### src/sv/srmap_pkg.sv
`timescale 1ns / 1ps
package srmap_pkg;

  localparam int ACTION_W   = 2;
  localparam int SECTOR_W   = 10;
  localparam int OFFSET_W   = 9;
  localparam int ADDR_W     = 17;
  localparam int STATUS_W   = 3;
  localparam int SLOT_W     = 8;
  localparam int PHYS_W     = 9;
  localparam int CFG_IDX_W  = 2;
  localparam int CFG_DATA_W = 9;

  localparam int DEF_LOGICAL_SECTORS = 1024;

  localparam logic [PHYS_W-1:0] MAX_PHYS_SLOTS = 9'd256;
  localparam logic [PHYS_W-1:0] RST_PHYS_SLOTS = 9'd256;
  localparam logic [SLOT_W-1:0] RST_START_SLOT = 8'd0;

  typedef logic [ACTION_W-1:0] action_t;
  localparam action_t ACT_READ  = 2'd0;
  localparam action_t ACT_WRITE = 2'd1;
  localparam action_t ACT_CLEAR = 2'd2;

  typedef logic [STATUS_W-1:0] status_t;
  localparam status_t ST_HIT       = 3'd0;
  localparam status_t ST_UNMAPPED  = 3'd1;
  localparam status_t ST_ALLOCATED = 3'd2;
  localparam status_t ST_FULL      = 3'd3;
  localparam status_t ST_CLEARED   = 3'd4;

  typedef logic [CFG_IDX_W-1:0] cfg_idx_t;
  localparam cfg_idx_t REG_PHYS_SLOTS = 2'd0;
  localparam cfg_idx_t REG_START_SLOT = 2'd1;

  typedef enum logic [1:0] {
    S_SWEEP,
    S_IDLE,
    S_LOOK,
    S_REPORT
  } ctrl_state_t;

  typedef struct packed {
    logic              valid;
    logic [SLOT_W-1:0] slot;
  } entry_t;

  typedef struct packed {
    logic commit;
    logic clear;
  } alloc_ctl_t;

  typedef struct packed {
    logic              can_alloc;
    logic [SLOT_W-1:0] slot;
  } alloc_sts_t;

endpackage

### src/sv/srmap_alloc.sv
`timescale 1ns / 1ps
module srmap_alloc
  import srmap_pkg::*;
(
  input  logic                  clk,
  input  logic                  rst_n,
  input  logic                  cfg_valid,
  input  logic [CFG_IDX_W-1:0]  cfg_index,
  input  logic [CFG_DATA_W-1:0] cfg_data,
  input  alloc_ctl_t            alloc_ctl,
  output alloc_sts_t            alloc_sts
);

  logic [PHYS_W-1:0] phys_slots_r, phys_slots_nxt;
  logic [SLOT_W-1:0] ptr_r, ptr_nxt;
  logic [PHYS_W-1:0] used_r, used_nxt;

  logic [PHYS_W-1:0] usable;
  logic [PHYS_W-1:0] slot_ext;
  logic [PHYS_W-1:0] slot_inc;
  logic [SLOT_W-1:0] ptr_adv;

  // saturate the slot count, wrap a stale pointer to slot zero
  always_comb begin
    usable    = (phys_slots_r > MAX_PHYS_SLOTS) ? MAX_PHYS_SLOTS : phys_slots_r;
    slot_ext  = ({1'b0, ptr_r} >= usable) ? '0 : {1'b0, ptr_r};
    slot_inc  = slot_ext + PHYS_W'(1);
    ptr_adv   = (slot_inc >= usable) ? '0 : slot_inc[SLOT_W-1:0];
    alloc_sts.can_alloc = (used_r < usable);
    alloc_sts.slot      = slot_ext[SLOT_W-1:0];
  end

  always_comb begin
    phys_slots_nxt = phys_slots_r;
    ptr_nxt        = ptr_r;
    used_nxt       = used_r;
    if (cfg_valid) begin
      unique case (cfg_index)
        REG_PHYS_SLOTS: phys_slots_nxt = cfg_data;
        REG_START_SLOT: ptr_nxt        = cfg_data[SLOT_W-1:0];
        default: ;
      endcase
    end
    if (alloc_ctl.commit) begin
      ptr_nxt  = ptr_adv;
      used_nxt = used_r + PHYS_W'(1);
    end
    if (alloc_ctl.clear) begin
      used_nxt = '0;
    end
  end

  always_ff @(posedge clk) begin
    if (!rst_n) begin
      phys_slots_r <= RST_PHYS_SLOTS;
      ptr_r        <= RST_START_SLOT;
      used_r       <= '0;
    end else begin
      phys_slots_r <= phys_slots_nxt;
      ptr_r        <= ptr_nxt;
      used_r       <= used_nxt;
    end
  end

endmodule

### config.mk
export PLATFORM = sky130hd
export DESIGN_NAME = srmap_alloc
export DESIGN_NICKNAME = d
export VERILOG_FILES = /design/src/sv/srmap_pkg.sv /design/src/sv/srmap_alloc.sv
export SDC_FILE = /design/constraint.sdc
export NUM_CORES = 1
export LEC_CHECK = 0
export BUFFER_PORTS_ARGS = -buffer_cell sky130_fd_sc_hd__buf_2
export CORE_ASPECT_RATIO = 0.8
export CORE_MARGIN = 3
export CORE_UTILIZATION = 50
export DETAILED_ROUTE_END_ITERATION = 8
export PLACE_DENSITY = 0.66
export SETUP_SLACK_MARGIN = 0.2
export SKIP_CTS_REPAIR_TIMING = 1
export SLEW_MARGIN = 40
export SYNTH_ARGS = -nofsm -noshare
export SYNTH_HDL_FRONTEND = slang
export SYNTH_SLANG_ARGS = --single-unit
### constraint.sdc
create_clock -name clk -period 7.9 [get_ports clk]
set_input_delay 1.975 -clock clk [delete_from_list [all_inputs] [get_ports clk]]
set_output_delay 1.975 -clock clk [all_outputs]
set_load 0.03 [all_outputs]
* Word-level counts from Yosys, hierarchy flattened
Index checks and enable logic that the tools add are counted.
Cells by class: shifts and indexed selects 0, muxes and demuxes 6, bitwise logic cells 1, div/mod/pow operators 0, reduce and logical (&&, ||, !) cells 6, add/subtract/negate cells 2, order comparisons 4, $mul 0, equal/unequal tests 1
Operators with widths (number):
- $mux 8 | 5
- $add 8x1->9 const B | 1
- $add 9x1->9 const B | 1
- $ge 8x9->1 | 1
- $ge 9x9->1 | 1
- $gt 9x9->1 const B | 1
- $lt 9x9->1 | 1
- $mux 9 | 1
- $reduce_and 2->1 | 2
- $reduce_bool 2->1 | 2
- $eq 2x1->1 const B | 1
- $logic_not 2->1 | 1
- $reduce_or 2->1 | 1
- $not 1->1 | 1
Word-level totals: bits in registers 26, bits of input ports 16, bits in writable memories 0, bits in latches 0, memories kept 0, logic and storage cells 23, memory bits (read-only) 0

* Longest topological paths before layout
depth after elaboration 8, depth in mapped cells 14

* Worst setup path after synthesis
No wires, ideal clock.
path type register to output, start point register phys_slots_r[8], end point output alloc_sts[8] in the netlist's numbering, cell stages (with the launch flop) 8, buffers on the path 0, data required time 5925 ps, setup slack 3754 ps, data arrival time 2171 ps, cell sequence dfxtp_1 clkinv_1 nand2_1 ha_1 a2111oi_0 a21oi_1 a211o_1 a31oi_1
RTL lines:
- start: declaration | RTL line srmap_alloc.sv:14 | logic [PHYS_W-1:0] phys_slots_r, phys_slots_nxt;
- start signal: assignment | RTL line srmap_alloc.sv:59 | phys_slots_r <= phys_slots_nxt;
- end: declaration | RTL line srmap_alloc.sv:11 | output alloc_sts_t alloc_sts

==> flow_metrics.tcl <==
set metrics [dict create \
    io_pins 25 \
    p_int_uw 193 \
    grt_pass1_wl_mm 7.93 \
    syn-cell-area_mm2 0.00198 \
    final_util_pct 60.1 \
    port_buffers 24 \
    criticalPathCategory "reg -> out" \
    placementRows 19 \
    hold_viol 0 \
    p_seq_share_pct 50.6 \
    worstMarginPinSlew_ns 0.704 \
    timing.hold.ws_ns 0.539 \
    drtPass1Iterations 4 \
    area_growth_pct 9.94 \
    vias 1673 \
    yosysUniqueCellTypes 46 \
    setup_viol 0 \
    grt_pass1_vias 1593 \
    cts_buffers 3 \
    clock_latency_ns 0.28 \
    cts_tree "built" \
    status "complete, no violations" \
    placedInstanceArea_mm2 0.00213 \
    core-area_mm2 0.00361 \
    rsz0062_at_grt "false" \
    track_usage_pct 20.2 \
    maxCapViolations 0 \
    final_cell_area_mm2 0.00217 \
    cts.clk_slew.worst_paths_ns 0.10 \
    worstPathArrival_ns 2.58 \
    final_nets 296 \
    drc_errors 0 \
    irDropWorstVdd_v 0.0000837 \
    tns_ns 0 \
    clockBufferDepth 2 \
    fin_skew_ns 0.00596 \
    wirelength_mm 4.49 \
    clock-root-buffer "clkbuf_8" \
    yosys_most_used_dff "dfxtp_1" \
    routabilityCongestion 0.827 \
    post-route-period-util_pct 57.7 \
    synth_seq_area_share_pct 26.3 \
    slew_headroom_pct 52.9 \
    instances_no_fill 304 \
    syn_area_per_cell_um2 8.48 \
    cp-end-kind "output port" \
    synth-seq-cells 26 \
    drt-initial-drc-count 69 \
    p_leak_nw 0.944 \
    r2r_cells 13 \
    initial_utilization_pct 54.7 \
    clock-sinks 26 \
    dp_hpwl_mm 3.41 \
    die_w_um 76.3 \
    min_period_ns 4.56 \
    power_per_cell_area_mw_per_mm2 128 \
    whs_path_depth 2 \
    switching_power_uw 83.9 \
    async_flop_share_pct 0 \
    ys_warn_count 0 \
    cp_max_fo 9 \
    drive_above_1_share_pct 13.5 \
    hold_path_class "reg -> reg" \
    placedCellCount 301 \
    htree_levels 1 \
    pwr-share-clk_pct 28.7 \
    grt_overflow 0 \
    fmax_mhz 219 \
    power.share.combinational_pct 20.8 \
    diodes 0 \
    synth_edf_count 0 \
    synthCells 233 \
    syn-num-nets 275 \
    ant_nets 0 \
    required_ns 5.93 \
    die_area_mm2 0.00475 \
    switching_share_pct 30.3 \
    antenna_found_initial 0 \
    startpoint_type "register" \
    via_per_inst 5.50 \
    slew_viol_final 0 \
    wl_per_cell_um 14.8 \
    die_h_um 62.2 \
    grt_max_degree 21 \
]
## layout by cell type (no fill, tap or decap), types with 3 or more instances in the layout
master / netlist / final
or3_1: 4 / 4
nand3_1: 5 / 5
mux2i_1: 15 / 15
a41oi_1: 3 / 3
buf_2: 3 / 24
nand2_1: 20 / 20
inv_1: 5 / 5
ha_1: 26 / 26
o21ai_0: 7 / 7
and2_1: 8 / 8
o211ai_1: 5 / 5
nand2b_1: 4 / 4
nor2_1: 28 / 28
a21oi_1: 10 / 10
o211a_1: 3 / 3
xor2_1: 6 / 6
clkbuf_8: 0 / 3
nor2b_1: 12 / 12
dfxtp_1: 26 / 26
## synthesized netlist by cell type, types with 2 or more instances
master / instances / share of area, %
dfxtp_1: 26 / 26
inv_1: 5 / 0.95
xnor2_1: 2 / 0.89
a41oi_1: 3 / 1.3
a21oi_1: 10 / 2.5
a211oi_1: 2 / 0.76
o21ai_1: 2 / 0.51
o21ai_0: 7 / 1.8
o221ai_1: 2 / 0.89
nand2_1: 20 / 3.8
nand3_1: 5 / 1.3
clkbuf_1: 3 / 0.57
o211ai_1: 5 / 1.9
o211a_1: 3 / 1.5
nand2b_1: 4 / 1.3
and3_1: 2 / 0.63
nor3b_1: 3 / 1.1
nor2_1: 28 / 5.3
buf_2: 3 / 0.76
nor2b_1: 12 / 3.8
or3_1: 4 / 1.3
o21a_1: 2 / 0.76
and2_1: 8 / 2.5
a21o_1: 2 / 0.76
nand3b_1: 2 / 0.76
nand4_1: 2 / 0.63
mux2i_1: 15 / 7.6
or2_2: 2 / 0.63
a2111oi_0: 2 / 0.89
xor2_1: 6 / 2.7
ha_1: 26 / 16
## worst max-delay path: stages, from the launching register on
cell and delay, ns:
dfxtp_1 0.43, clkinv_1 0.26, nand2_1 0.19, ha_1 0.25
a2111oi_0 0.40, a21oi_1 0.14, a211o_1 0.25, a31oi_1 0.16
buf_2 0.22
## through the flow
| stage | power, mW | setup slack, ns |
|---|---|---|
| 2_1_floorplan | 0.183 | 3.75 |
| 3_3_place_gp | 0.200 | 3.75 |
| 5_1_grt | 0.293 | 3.11 |
| 6_report | 0.277 | 3.34 |
| 4_1_cts | 0.281 | 3.34 |
| 3_5_place_dp | 0.200 | 3.70 |
## flip-flops by register name, indices dropped and copies added (netlist names)
| signal | count |
|---|---|
| ptr_r | 8 |
| phys_slots_r | 9 |
| used_r | 9 |
## per-layer routing
| layer | GRT usage (%) | routed length [µm] | up-vias | part of all wire (%) |
|---|---|---|---|---|
| met1 | 30.5 | 2370 | 749 | 53 |
| met4 | 4.75 | 40 | 0 | 0.89 |
| met5 | 0 | 0 | - | 0 |
| met2 | 28.7 | 1870 | 36 | 42 |
| met3 | 4.34 | 204 | 5 | 4.5 |
| li1 | - | - | 883 | - |
## cells by family after synthesis
logic type	Yosys count	share of synthesized area [%]
xor gates and xnor gates	8	3.55
adders and majority gates	26	16.5
DFF	26	26.3
buffers and inverters	14	3.23
muxes	15	7.60
and+or+nand+nor	96	25.5
AOI/OAI and AO/OA	48	17.4
## power groups by stage
stage / logic, mW / registers [mW] / clock network (mW)
after floorplan: 0.0417 / 0.142 / 0
after global placement: 0.0566 / 0.143 / 0
after detailed placement: 0.0570 / 0.143 / 0
after CTS: 0.0576 / 0.140 / 0.0830
after global routing: 0.0651 / 0.141 / 0.0870
final: 0.0576 / 0.140 / 0.0794
## area by class of cell
type	count	area, µm²
multi-input combinational	193	1400
tap	52	65.1
timing repair buffer	24	120
fill	355	1440
inverter	6	22.5
sequential	26	520
clock buffer	3	41.3
## final timing paths
path	startpoint	to	slack [ns]
min reg2reg	phys_slots_r[1]$_SDFFE_PN0P_	phys_slots_r[1]$_SDFFE_PN0P_	0.54
max	phys_slots_r[8]$_SDFFE_PN1P_	alloc_sts[8]	3.34
min	phys_slots_r[1]$_SDFFE_PN0P_	phys_slots_r[1]$_SDFFE_PN0P_	0.54
max reg2reg	phys_slots_r[8]$_SDFFE_PN1P_	ptr_r[5]$_SDFFE_PN0P_	4.20
Note: power is estimated with default switching activity, not from simulation.
