**config.mk**
```make
export PLATFORM = sky130hd
export DESIGN_NAME = srmap_ctrl
export DESIGN_NICKNAME = d
export VERILOG_FILES = /design/src/sv/srmap_pkg.sv /design/src/sv/srmap_ctrl.sv
export SDC_FILE = /design/constraint.sdc
export NUM_CORES = 1
export LEC_CHECK = 0
export BUFFER_PORTS_ARGS = -buffer_cell sky130_fd_sc_hd__buf_2
export CAP_MARGIN = 20
export CORE_UTILIZATION = 25
export DETAILED_ROUTE_END_ITERATION = 8
export GPL_ROUTABILITY_DRIVEN = 1
export PLACE_DENSITY_LB_ADDON = 0.1
export SETUP_SLACK_MARGIN = 0.02
export SLEW_MARGIN = 20
export SYNTH_ARGS = -nofsm -noshare
export SYNTH_HDL_FRONTEND = slang
export SYNTH_SLANG_ARGS = --single-unit
```
**constraint.sdc**
```tcl
create_clock -name clk -period 3 [get_ports clk]
set_input_delay 0.6 -clock clk [delete_from_list [all_inputs] [get_ports clk]]
set_output_delay 0.6 -clock clk [all_outputs]
set_load 0.01 [all_outputs]
```
**src/sv/srmap_pkg.sv**
```systemverilog
`timescale 1ns / 1ps
package srmap_pkg;

  localparam int ACTION_W   = 2;
  localparam int SECTOR_W   = 10;
  localparam int OFFSET_W   = 9;
  localparam int ADDR_W     = 17;
  localparam int STATUS_W   = 3;
  localparam int SLOT_W     = 8;
  localparam int PHYS_W     = 9;
  localparam int CFG_IDX_W  = 2;
  localparam int CFG_DATA_W = 9;

  localparam int DEF_LOGICAL_SECTORS = 1024;

  localparam logic [PHYS_W-1:0] MAX_PHYS_SLOTS = 9'd256;
  localparam logic [PHYS_W-1:0] RST_PHYS_SLOTS = 9'd256;
  localparam logic [SLOT_W-1:0] RST_START_SLOT = 8'd0;

  typedef logic [ACTION_W-1:0] action_t;
  localparam action_t ACT_READ  = 2'd0;
  localparam action_t ACT_WRITE = 2'd1;
  localparam action_t ACT_CLEAR = 2'd2;

  typedef logic [STATUS_W-1:0] status_t;
  localparam status_t ST_HIT       = 3'd0;
  localparam status_t ST_UNMAPPED  = 3'd1;
  localparam status_t ST_ALLOCATED = 3'd2;
  localparam status_t ST_FULL      = 3'd3;
  localparam status_t ST_CLEARED   = 3'd4;

  typedef logic [CFG_IDX_W-1:0] cfg_idx_t;
  localparam cfg_idx_t REG_PHYS_SLOTS = 2'd0;
  localparam cfg_idx_t REG_START_SLOT = 2'd1;

  typedef enum logic [1:0] {
    S_SWEEP,
    S_IDLE,
    S_LOOK,
    S_REPORT
  } ctrl_state_t;

  typedef struct packed {
    logic              valid;
    logic [SLOT_W-1:0] slot;
  } entry_t;

  typedef struct packed {
    logic commit;
    logic clear;
  } alloc_ctl_t;

  typedef struct packed {
    logic              can_alloc;
    logic [SLOT_W-1:0] slot;
  } alloc_sts_t;

endpackage

```
**src/sv/srmap_ctrl.sv**
```systemverilog
`timescale 1ns / 1ps
module srmap_ctrl
  import srmap_pkg::*;
#(
  parameter int LOGICAL_SECTORS = DEF_LOGICAL_SECTORS,
  localparam int IDX_W = (LOGICAL_SECTORS > 1) ? $clog2(LOGICAL_SECTORS) : 1
) (
  input  logic                clk,
  input  logic                rst_n,
  input  logic                in_valid,
  output logic                in_stall,
  input  logic [ACTION_W-1:0] in_action,
  input  logic [SECTOR_W-1:0] in_logical_sector,
  input  logic [OFFSET_W-1:0] in_byte_offset,
  output logic                out_valid,
  input  logic                out_stall,
  output logic [ADDR_W-1:0]   out_phys_address,
  output logic [STATUS_W-1:0] out_status,
  output logic                mem_rd_en,
  output logic [IDX_W-1:0]    mem_rd_idx,
  input  entry_t              mem_rd_data,
  output logic                mem_we,
  output logic [IDX_W-1:0]    mem_wr_idx,
  output entry_t              mem_wr_data,
  output alloc_ctl_t          alloc_ctl,
  input  alloc_sts_t          alloc_sts
);

  ctrl_state_t state_r, state_nxt;

  action_t             act_r;
  logic [IDX_W-1:0]    idx_r;
  logic                in_range_r;
  logic [OFFSET_W-1:0] offset_r;
  logic [IDX_W-1:0]    sweep_cnt_r, sweep_cnt_nxt;
  logic                report_r, report_nxt;
  logic                fwd_valid_r, fwd_valid_nxt;
  logic [IDX_W-1:0]    fwd_idx_r;
  logic [SLOT_W-1:0]   fwd_slot_r;
  logic                out_valid_r, out_valid_nxt;
  logic [ADDR_W-1:0]   out_addr_r, out_addr_nxt;
  status_t             out_status_r, out_status_nxt;

  logic [SECTOR_W+IDX_W-1:0] sector_ext;
  logic [IDX_W-1:0]          in_idx;
  logic                      in_range;
  logic                      accept;
  logic                      out_free;
  logic                      sweep_last;
  logic                      look_fire;
  entry_t                    entry;
  logic                      hit;
  logic                      do_alloc;
  status_t                   look_status;
  logic [ADDR_W-1:0]         look_addr;

  assign sector_ext = {{IDX_W{1'b0}}, in_logical_sector};
  assign in_idx     = sector_ext[IDX_W-1:0];
  assign in_range   = 32'(in_logical_sector) < 32'(LOGICAL_SECTORS);
  assign accept     = in_valid && !in_stall;
  assign out_free   = !out_valid_r || !out_stall;
  assign sweep_last = (sweep_cnt_r == IDX_W'(LOGICAL_SECTORS - 1));
  assign look_fire  = (state_r == S_LOOK) && out_free;

  // next state
  always_comb begin
    state_nxt = state_r;
    unique case (state_r)
      S_SWEEP:  if (sweep_last) state_nxt = report_r ? S_REPORT : S_IDLE;
      S_IDLE: begin
        if (accept) state_nxt = (in_action == ACT_CLEAR) ? S_SWEEP : S_LOOK;
      end
      S_LOOK: begin
        if (accept) begin
          state_nxt = (in_action == ACT_CLEAR) ? S_SWEEP : S_LOOK;
        end else if (look_fire) begin
          state_nxt = S_IDLE;
        end
      end
      S_REPORT: if (out_free) state_nxt = S_IDLE;
      default:  state_nxt = S_SWEEP;
    endcase
  end

  // outputs per state
  always_comb begin
    in_stall = 1'b1;
    unique case (state_r)
      S_SWEEP:  in_stall = 1'b1;
      S_IDLE:   in_stall = 1'b0;
      S_LOOK:   in_stall = !out_free;
      S_REPORT: in_stall = 1'b1;
      default:  in_stall = 1'b1;
    endcase
  end

  // forward the last allocation when the next lookup hits the same entry
  always_comb begin
    if (fwd_valid_r && (fwd_idx_r == idx_r)) begin
      entry.valid = 1'b1;
      entry.slot  = fwd_slot_r;
    end else begin
      entry = mem_rd_data;
    end
    hit      = in_range_r && entry.valid;
    do_alloc = (act_r == ACT_WRITE) && !hit && in_range_r && alloc_sts.can_alloc;
    if (hit) begin
      look_status = ST_HIT;
      look_addr   = {entry.slot, offset_r};
    end else if (do_alloc) begin
      look_status = ST_ALLOCATED;
      look_addr   = {alloc_sts.slot, offset_r};
    end else if (act_r == ACT_WRITE) begin
      look_status = ST_FULL;
      look_addr   = '0;
    end else begin
      look_status = ST_UNMAPPED;
      look_addr   = '0;
    end
  end

  always_comb begin
    mem_rd_en  = accept;
    mem_rd_idx = in_idx;
    if (state_r == S_SWEEP) begin
      mem_we            = 1'b1;
      mem_wr_idx        = sweep_cnt_r;
      mem_wr_data.valid = 1'b0;
      mem_wr_data.slot  = '0;
    end else begin
      mem_we            = look_fire && do_alloc;
      mem_wr_idx        = idx_r;
      mem_wr_data.valid = 1'b1;
      mem_wr_data.slot  = alloc_sts.slot;
    end
    alloc_ctl.commit = look_fire && do_alloc;
    alloc_ctl.clear  = (state_r == S_SWEEP) && sweep_last;
  end

  always_comb begin
    sweep_cnt_nxt = sweep_cnt_r;
    report_nxt    = report_r;
    fwd_valid_nxt = fwd_valid_r;
    out_valid_nxt = out_valid_r && out_stall;
    out_addr_nxt  = out_addr_r;
    out_status_nxt = out_status_r;
    if (state_r == S_SWEEP) begin
      sweep_cnt_nxt = sweep_last ? '0 : sweep_cnt_r + IDX_W'(1);
      fwd_valid_nxt = 1'b0;
    end
    if (accept && (in_action == ACT_CLEAR)) begin
      report_nxt = 1'b1;
    end
    if (look_fire) begin
      fwd_valid_nxt  = do_alloc;
      out_valid_nxt  = 1'b1;
      out_addr_nxt   = look_addr;
      out_status_nxt = look_status;
    end
    if ((state_r == S_REPORT) && out_free) begin
      report_nxt     = 1'b0;
      out_valid_nxt  = 1'b1;
      out_addr_nxt   = '0;
      out_status_nxt = ST_CLEARED;
    end
  end

  always_ff @(posedge clk) begin
    if (!rst_n) begin
      state_r     <= S_SWEEP;
      sweep_cnt_r <= '0;
      report_r    <= 1'b0;
      fwd_valid_r <= 1'b0;
      out_valid_r <= 1'b0;
    end else begin
      state_r     <= state_nxt;
      sweep_cnt_r <= sweep_cnt_nxt;
      report_r    <= report_nxt;
      fwd_valid_r <= fwd_valid_nxt;
      out_valid_r <= out_valid_nxt;
    end
  end

  always_ff @(posedge clk) begin
    if (accept) begin
      act_r      <= in_action;
      idx_r      <= in_idx;
      in_range_r <= in_range;
      offset_r   <= in_byte_offset;
    end
    if (look_fire) begin
      fwd_idx_r  <= idx_r;
      fwd_slot_r <= alloc_sts.slot;
    end
    out_addr_r   <= out_addr_nxt;
    out_status_r <= out_status_nxt;
  end

  assign out_valid        = out_valid_r;
  assign out_phys_address = out_addr_r;
  assign out_status       = out_status_r;

endmodule

```
== Word level (Yosys, flattened, before mapping) ==
Index checks and enable logic that the tools add are counted.
Storage, ports and cells
  flip-flop bits (word level): 74
  word-level logic and storage cells: 69
  output and inout bits: 55
  input bits: 43
Cells by class
  reduce and logical (&&, ||, !) cells: 21
  equality and inequality tests: 11
  bitwise operators: 1
  muxes and demuxes: 23
  $add $sub $neg: 1
Operators with widths (number)
  two-way mux 17 bit: 2
  two-way mux 10 bit: 2
  two-way mux 2 bit: 10
  two-way mux 9 bit: 2
  adder 10 x 1 -> 10 bit (second input constant): 1
  == test 10 bit: 1
  == test 10 bit (second input constant): 1
  logical AND 1 bit: 10
  case mux 2 bit (4 select lines): 1
  == test 2 bit (second input constant): 3
  inequality test 2 bit (second input constant): 3
  logical NOT 1 bit: 5
  two-way mux 1 bit: 5
  == test 2 x 1 -> 1 bit (second input constant): 2
  AND reduction 4 bit: 1
  OR reduction 2 bit: 2
  inequality test 3 bit (second input constant): 1
  case mux 1 bit (3 select lines): 1
  logical NOT 2 bit: 1
  nonzero test 2 bit: 1
  logical OR 1 bit: 1
  NOT 1 bit: 1

== Longest topological paths before layout ==
  depth after elaboration: 8
  depth in mapped cells: 8
  gate-level depth less buffers: 8

== Worst setup path before layout ==
OpenSTA, ideal clock, no wires.
  path kind: reg-to-output
  start: reg state_r[0]
  end: out mem_rd_en
  slack: 0.364 ns
  data required time: 2.400 ns
  cell stages (with the launch flop): 6
  data arrival time: 2.036 ns
  buffers on the path: 0
  cells stage by stage: dfxtp_1 > inv_1 > ha_1 > nand3_1 > a21oi_1 > nor2b_1
Between the ends
  longest elaborated chain between the ends: 5
  elaborated cells between the ends (all ways): 8
  classes of those cells: 3 x eq/ne; 1 x mux; 4 x reduce/logical
RTL lines
  from (decl): RTL line srmap_ctrl.sv:29  | ctrl_state_t state_r, state_nxt;
  from (signal assigned): RTL line srmap_ctrl.sv:176  | state_r <= state_nxt;
  == test 2 bit or logical NOT 2 bit (tied branches): RTL line srmap_ctrl.sv:88  | unique case (state_r)
  OR reduction 2 bit (no source line)
  case mux 1 bit (3 select lines) (*): RTL line srmap_ctrl.sv:88
  named net in_stall: RTL line srmap_ctrl.sv:11  | output logic in_stall,
  logical NOT 1 bit (*): RTL line srmap_ctrl.sv:60  | assign accept = in_valid && !in_stall;
  logical AND 1 bit (*): RTL line srmap_ctrl.sv:60
  to (decl): RTL line srmap_ctrl.sv:19  | output logic mem_rd_en,
Mark *: on every way through the listed nets, which the timed path passes. The rest lies on a longest branch.

== Worst setup path after layout ==
  start: reg idx_r[7]
  end: out mem_we
Between the ends
  longest elaborated chain between the ends: 8
RTL lines
  from (decl): RTL line srmap_ctrl.sv:32  | logic [IDX_W-1:0] idx_r;
  from (signal assigned): RTL line srmap_ctrl.sv:187  | idx_r <= in_idx;
  == test 10 bit: RTL line srmap_ctrl.sv:99  | if (fwd_valid_r && (fwd_idx_r == idx_r)) begin
  logical AND 1 bit: RTL line srmap_ctrl.sv:99
  two-way mux 9 bit: RTL line srmap_ctrl.sv:99
  logical NOT 1 bit: RTL line srmap_ctrl.sv:106  | do_alloc = (act_r == ACT_WRITE) && !hit && in_range_r && alloc_sts.can_alloc;
  logical AND 1 bit (2 in series): RTL line srmap_ctrl.sv:106
  logical AND 1 bit: RTL line srmap_ctrl.sv:131  | mem_we = look_fire && do_alloc;
  two-way mux 1 bit: RTL line srmap_ctrl.sv:125  | if (state_r == S_SWEEP) begin
  to (decl): RTL line srmap_ctrl.sv:22  | output logic mem_we,
No other way between the ends.

==> summary.txt <==
Finish
  – # diodes: 0
  – Commonest cells after routing, fill and taps aside: buf_2, edfxtp_1, dfxtp_1, a21oi_1, nand2_1
  – Share of layout cells above drive strength 1: 35.7%
  – Final Non-Filler Cells: 546
  – Area grow syn2layout: 28.5%
  – Most common cell after layout, fill and taps aside: buf_2
  – Nets: 421

STA
  – Rel. slew slack: between 60 and 70%
  – RSZ-0062 raised after global routing: false
  – Actual slew at the worst max-slew pin: 0.490 ns
  – Endpoints failing hold: 0
  – Final Slew Violations: 0
  – Fmax: 373 MHz
  – Tmin final: 2.68 ns
  – TNS Setup: 0 ns
  – Clk_skew: 0.00710 ns
  – Final setup viols: 0
  – Period utilization: 89.4%

Synthesis
  – Post-Synth Adder-Cell Area: 1.97%
  – Post-Syn Area: 3180 µm²
  – Yosys warns: 0
  – Flops & latches, synth: 74
  – Synth Flop Type: edfxtp_1
  – Asr flop ratio synth: 0%
  – Seq/Total Area, Yosys: 58.9%
  – Synth top area cells: edfxtp_1, dfxtp_1, a21oi_1, xor2_1, mux2_2
  – Largest family of logic cells by synthesized area: compound AO/OA/AOI/OAI gates
  – Xor/xnor cell area share of the yosys netlist: under 10%
  – Mux cell area share after synthesis: 3.54%
  – Number of flops mapped to enable cells by yosys: 39
  – Synth top area share: between 30 and 40%
  – Cell variety after synth: 39
  – Avg Inst Size Synth: 11.5 µm²
  – Compound-gate portion of the synthesized area: 13.5%
  – Cell taking the most area after synthesis: edfxtp_1
  – Post-Syn Instances: about 280
  – Syn Nets: 325
  – Post-Synth Simple-Gate Area: 11.7%

Worst hold path
  – Hold Path Class: input pin to register

Clocking
  – CTS H-Tree Depth: 3
  – Clock Tree Root: clkbuf_16
  – CTS resizes: 0
  – CTS sink count: between 70 and 80
  – CTS tree: built
  – Post-CTS setup repair buffer count: 0
  – CTS Hold Buffers Added: 0
  – Total CTS buffers: 9
  – Clk buf depth: 2
  – Clk_lat worst skew: 0.34 ns
  – Clock slew seen by the registers of the worst setup and hold paths: 0.06 ns

Place
  – Hpwl dp: around 5700 µm
  – IO buf count: 97
  – Gpl congestion: 0.739
  – Cell count after placement: 530

Pwr
  – Peak supply drop: 695 µV
  – Power per cell area: 1040 nW/µm²
  – Total leakage power: 0.00173 µW

Critical path
  – Crit path DAT: 2.08 ns
  – Worst Path Required: 2.40 ns
  – Ordered cell list for the critical path: xnor2_1 > and4_4 > and3_4 > nor3_1 > or2_2 > buf_2
  – Worst-path fanout max: 12
  – Capture point of the worst path: mem_we
  – Worst R2R Path Depth: 8
  – CP bufs+invs: 1
  – Crit Path Class: register to output port
  – Levels on crit path: 6
  – Slowest cell on the critical path: edfxtp_1
  – CP startpoint kind: register
  – FF-to-FF setup slack: 0.94 ns
  – Max incr delay on CP: 0.42 ns
  – Reg-to-Reg End: state_r[0]
  – Source of the critical timing path: idx_r[7]
  – CP endpoint kind: output port
  – Family with the most delay on the worst path: simple AND/OR/NAND/NOR gates
  – Worst r2r src: state_r[0]

Drt
  – Post-route DRC: 0
  – Final WL: 7970 µm
  – DR iter-0 viols: 122
  – Via count: 2,386
  – Number of routed nets with antenna violations: 0
  – Vias per Instance: 4.37
  – Per-cell routed wire length: 14.6 µm
  – 1st-pass router iterations: 4

Global routing
  – First-pass GRT wire length: 12,500 µm
  – Largest net degree at the start of global routing: 31
  – Initial antenna violation count: 0
  – Total track usage: 13.1%
  – Overflow after GRT: 0
  – Vias in the first global route: between 2,000 and 2,500

Run
  – Max-cap violations: 0

Floorplan
  – Die Height: 115 µm
  – Die Footprint: around 13,000 µm²
  – Starting density of the core: 26.0%
  – Die X: around 110 µm
  – Total core area: 12,200 µm²
  – Row count: 40
  – Ports: 98

Status
  – Status: completed
## per-stage QoR
stage	setup slack, ns	utilization, %	instance area (µm²)	total power (µW)	hold WS [ns]
6_report	0.318	33.5	4090	4250	0.435
5_1_grt	0.180	33.5	4090	4570	0.417
4_1_cts	0.288	33.5	4090	4340	0.416
3_5_place_dp	0.665	31.2	3800	3270	0.443
3_3_place_gp	0.692	31.2	3800	3260	0.437
2_1_floorplan	0.364	-	3180	2600	0.442
## per-layer routing
| metal | wire (µm) | GRT usage (%) |
|---|---|---|
| met5 | 0 | 0 |
| met4 | 121 | 5.19 |
| met3 | 561 | 4.96 |
| met2 | 3590 | 20.6 |
| met1 | 3700 | 16.4 |
## report_power, final
part / switching [µW] / internal [µW]
clock network: 398 / 639
logic: 961 / 668
registers: 145 / 1440
total: 1500 / 2750
## flip-flops by register name, summed over array words and instances (netlist names)
signal / cells
act_r: 2
fwd_idx_r: 10
fwd_slot_r: 8
fwd_valid_r: 1
idx_r: 10
offset_r: 9
out_phys_address: 17
out_status: 3
out_valid: 1
report_r: 1
state_r: 2
sweep_cnt_r: 10
## Yosys cell counts, types with 2 or more instances
cell type	instances
edfxtp_1	39
dfxtp_1	35
a21oi_1	31
nand2_1	22
nor2_1	18
xor2_1	14
buf_4	12
a31oi_1	10
mux2_2	10
nor2b_1	10
a22o_1	9
inv_1	9
o21ai_0	9
clkbuf_1	6
ha_1	5
nand3_1	4
xnor2_1	4
nand4_1	3
a211oi_1	2
and3_1	2
buf_6	2
nand3b_1	2
nor3_1	2
o311a_1	2
## worst min path at each step
stage	startpoint	to	cells past startpoint
2_1_floorplan	offset_r[0]	out_phys_address[0]	1
3_3_place_gp	out_status[2]	out_status[2]	2
3_5_place_dp	out_status[2]	out_status[2]	2
4_1_cts	in_byte_offset[6]	offset_r[6]	1
5_1_grt	in_byte_offset[6]	offset_r[6]	1
6_report	in_byte_offset[6]	offset_r[6]	1
## cells by family (layout without fill, tap and decap cells)
| kind of cell | Yosys count | after routing |
|---|---|---|
| AND/OR/NAND/NOR | 71 | 71 |
| buffers and inverters | 30 | 131 |
| multiplexers | 10 | 10 |
| flip-flops | 74 | 74 |
| adder cells (fa/ha/maj) | 5 | 5 |
| XOR/XNOR | 18 | 18 |
| AO/OA/AOI/OAI | 69 | 69 |
## cell type report
type,instances,area (µm²)
flip-flops and latches,74,1870
well taps,168,210
clock inverters,4,43.8
repair buffers,106,553
multi-input cells,173,1140
inverters,9,33.8
clock buffers,12,236
fillers,1289,8130
Power figures use the tool's default switching activity.
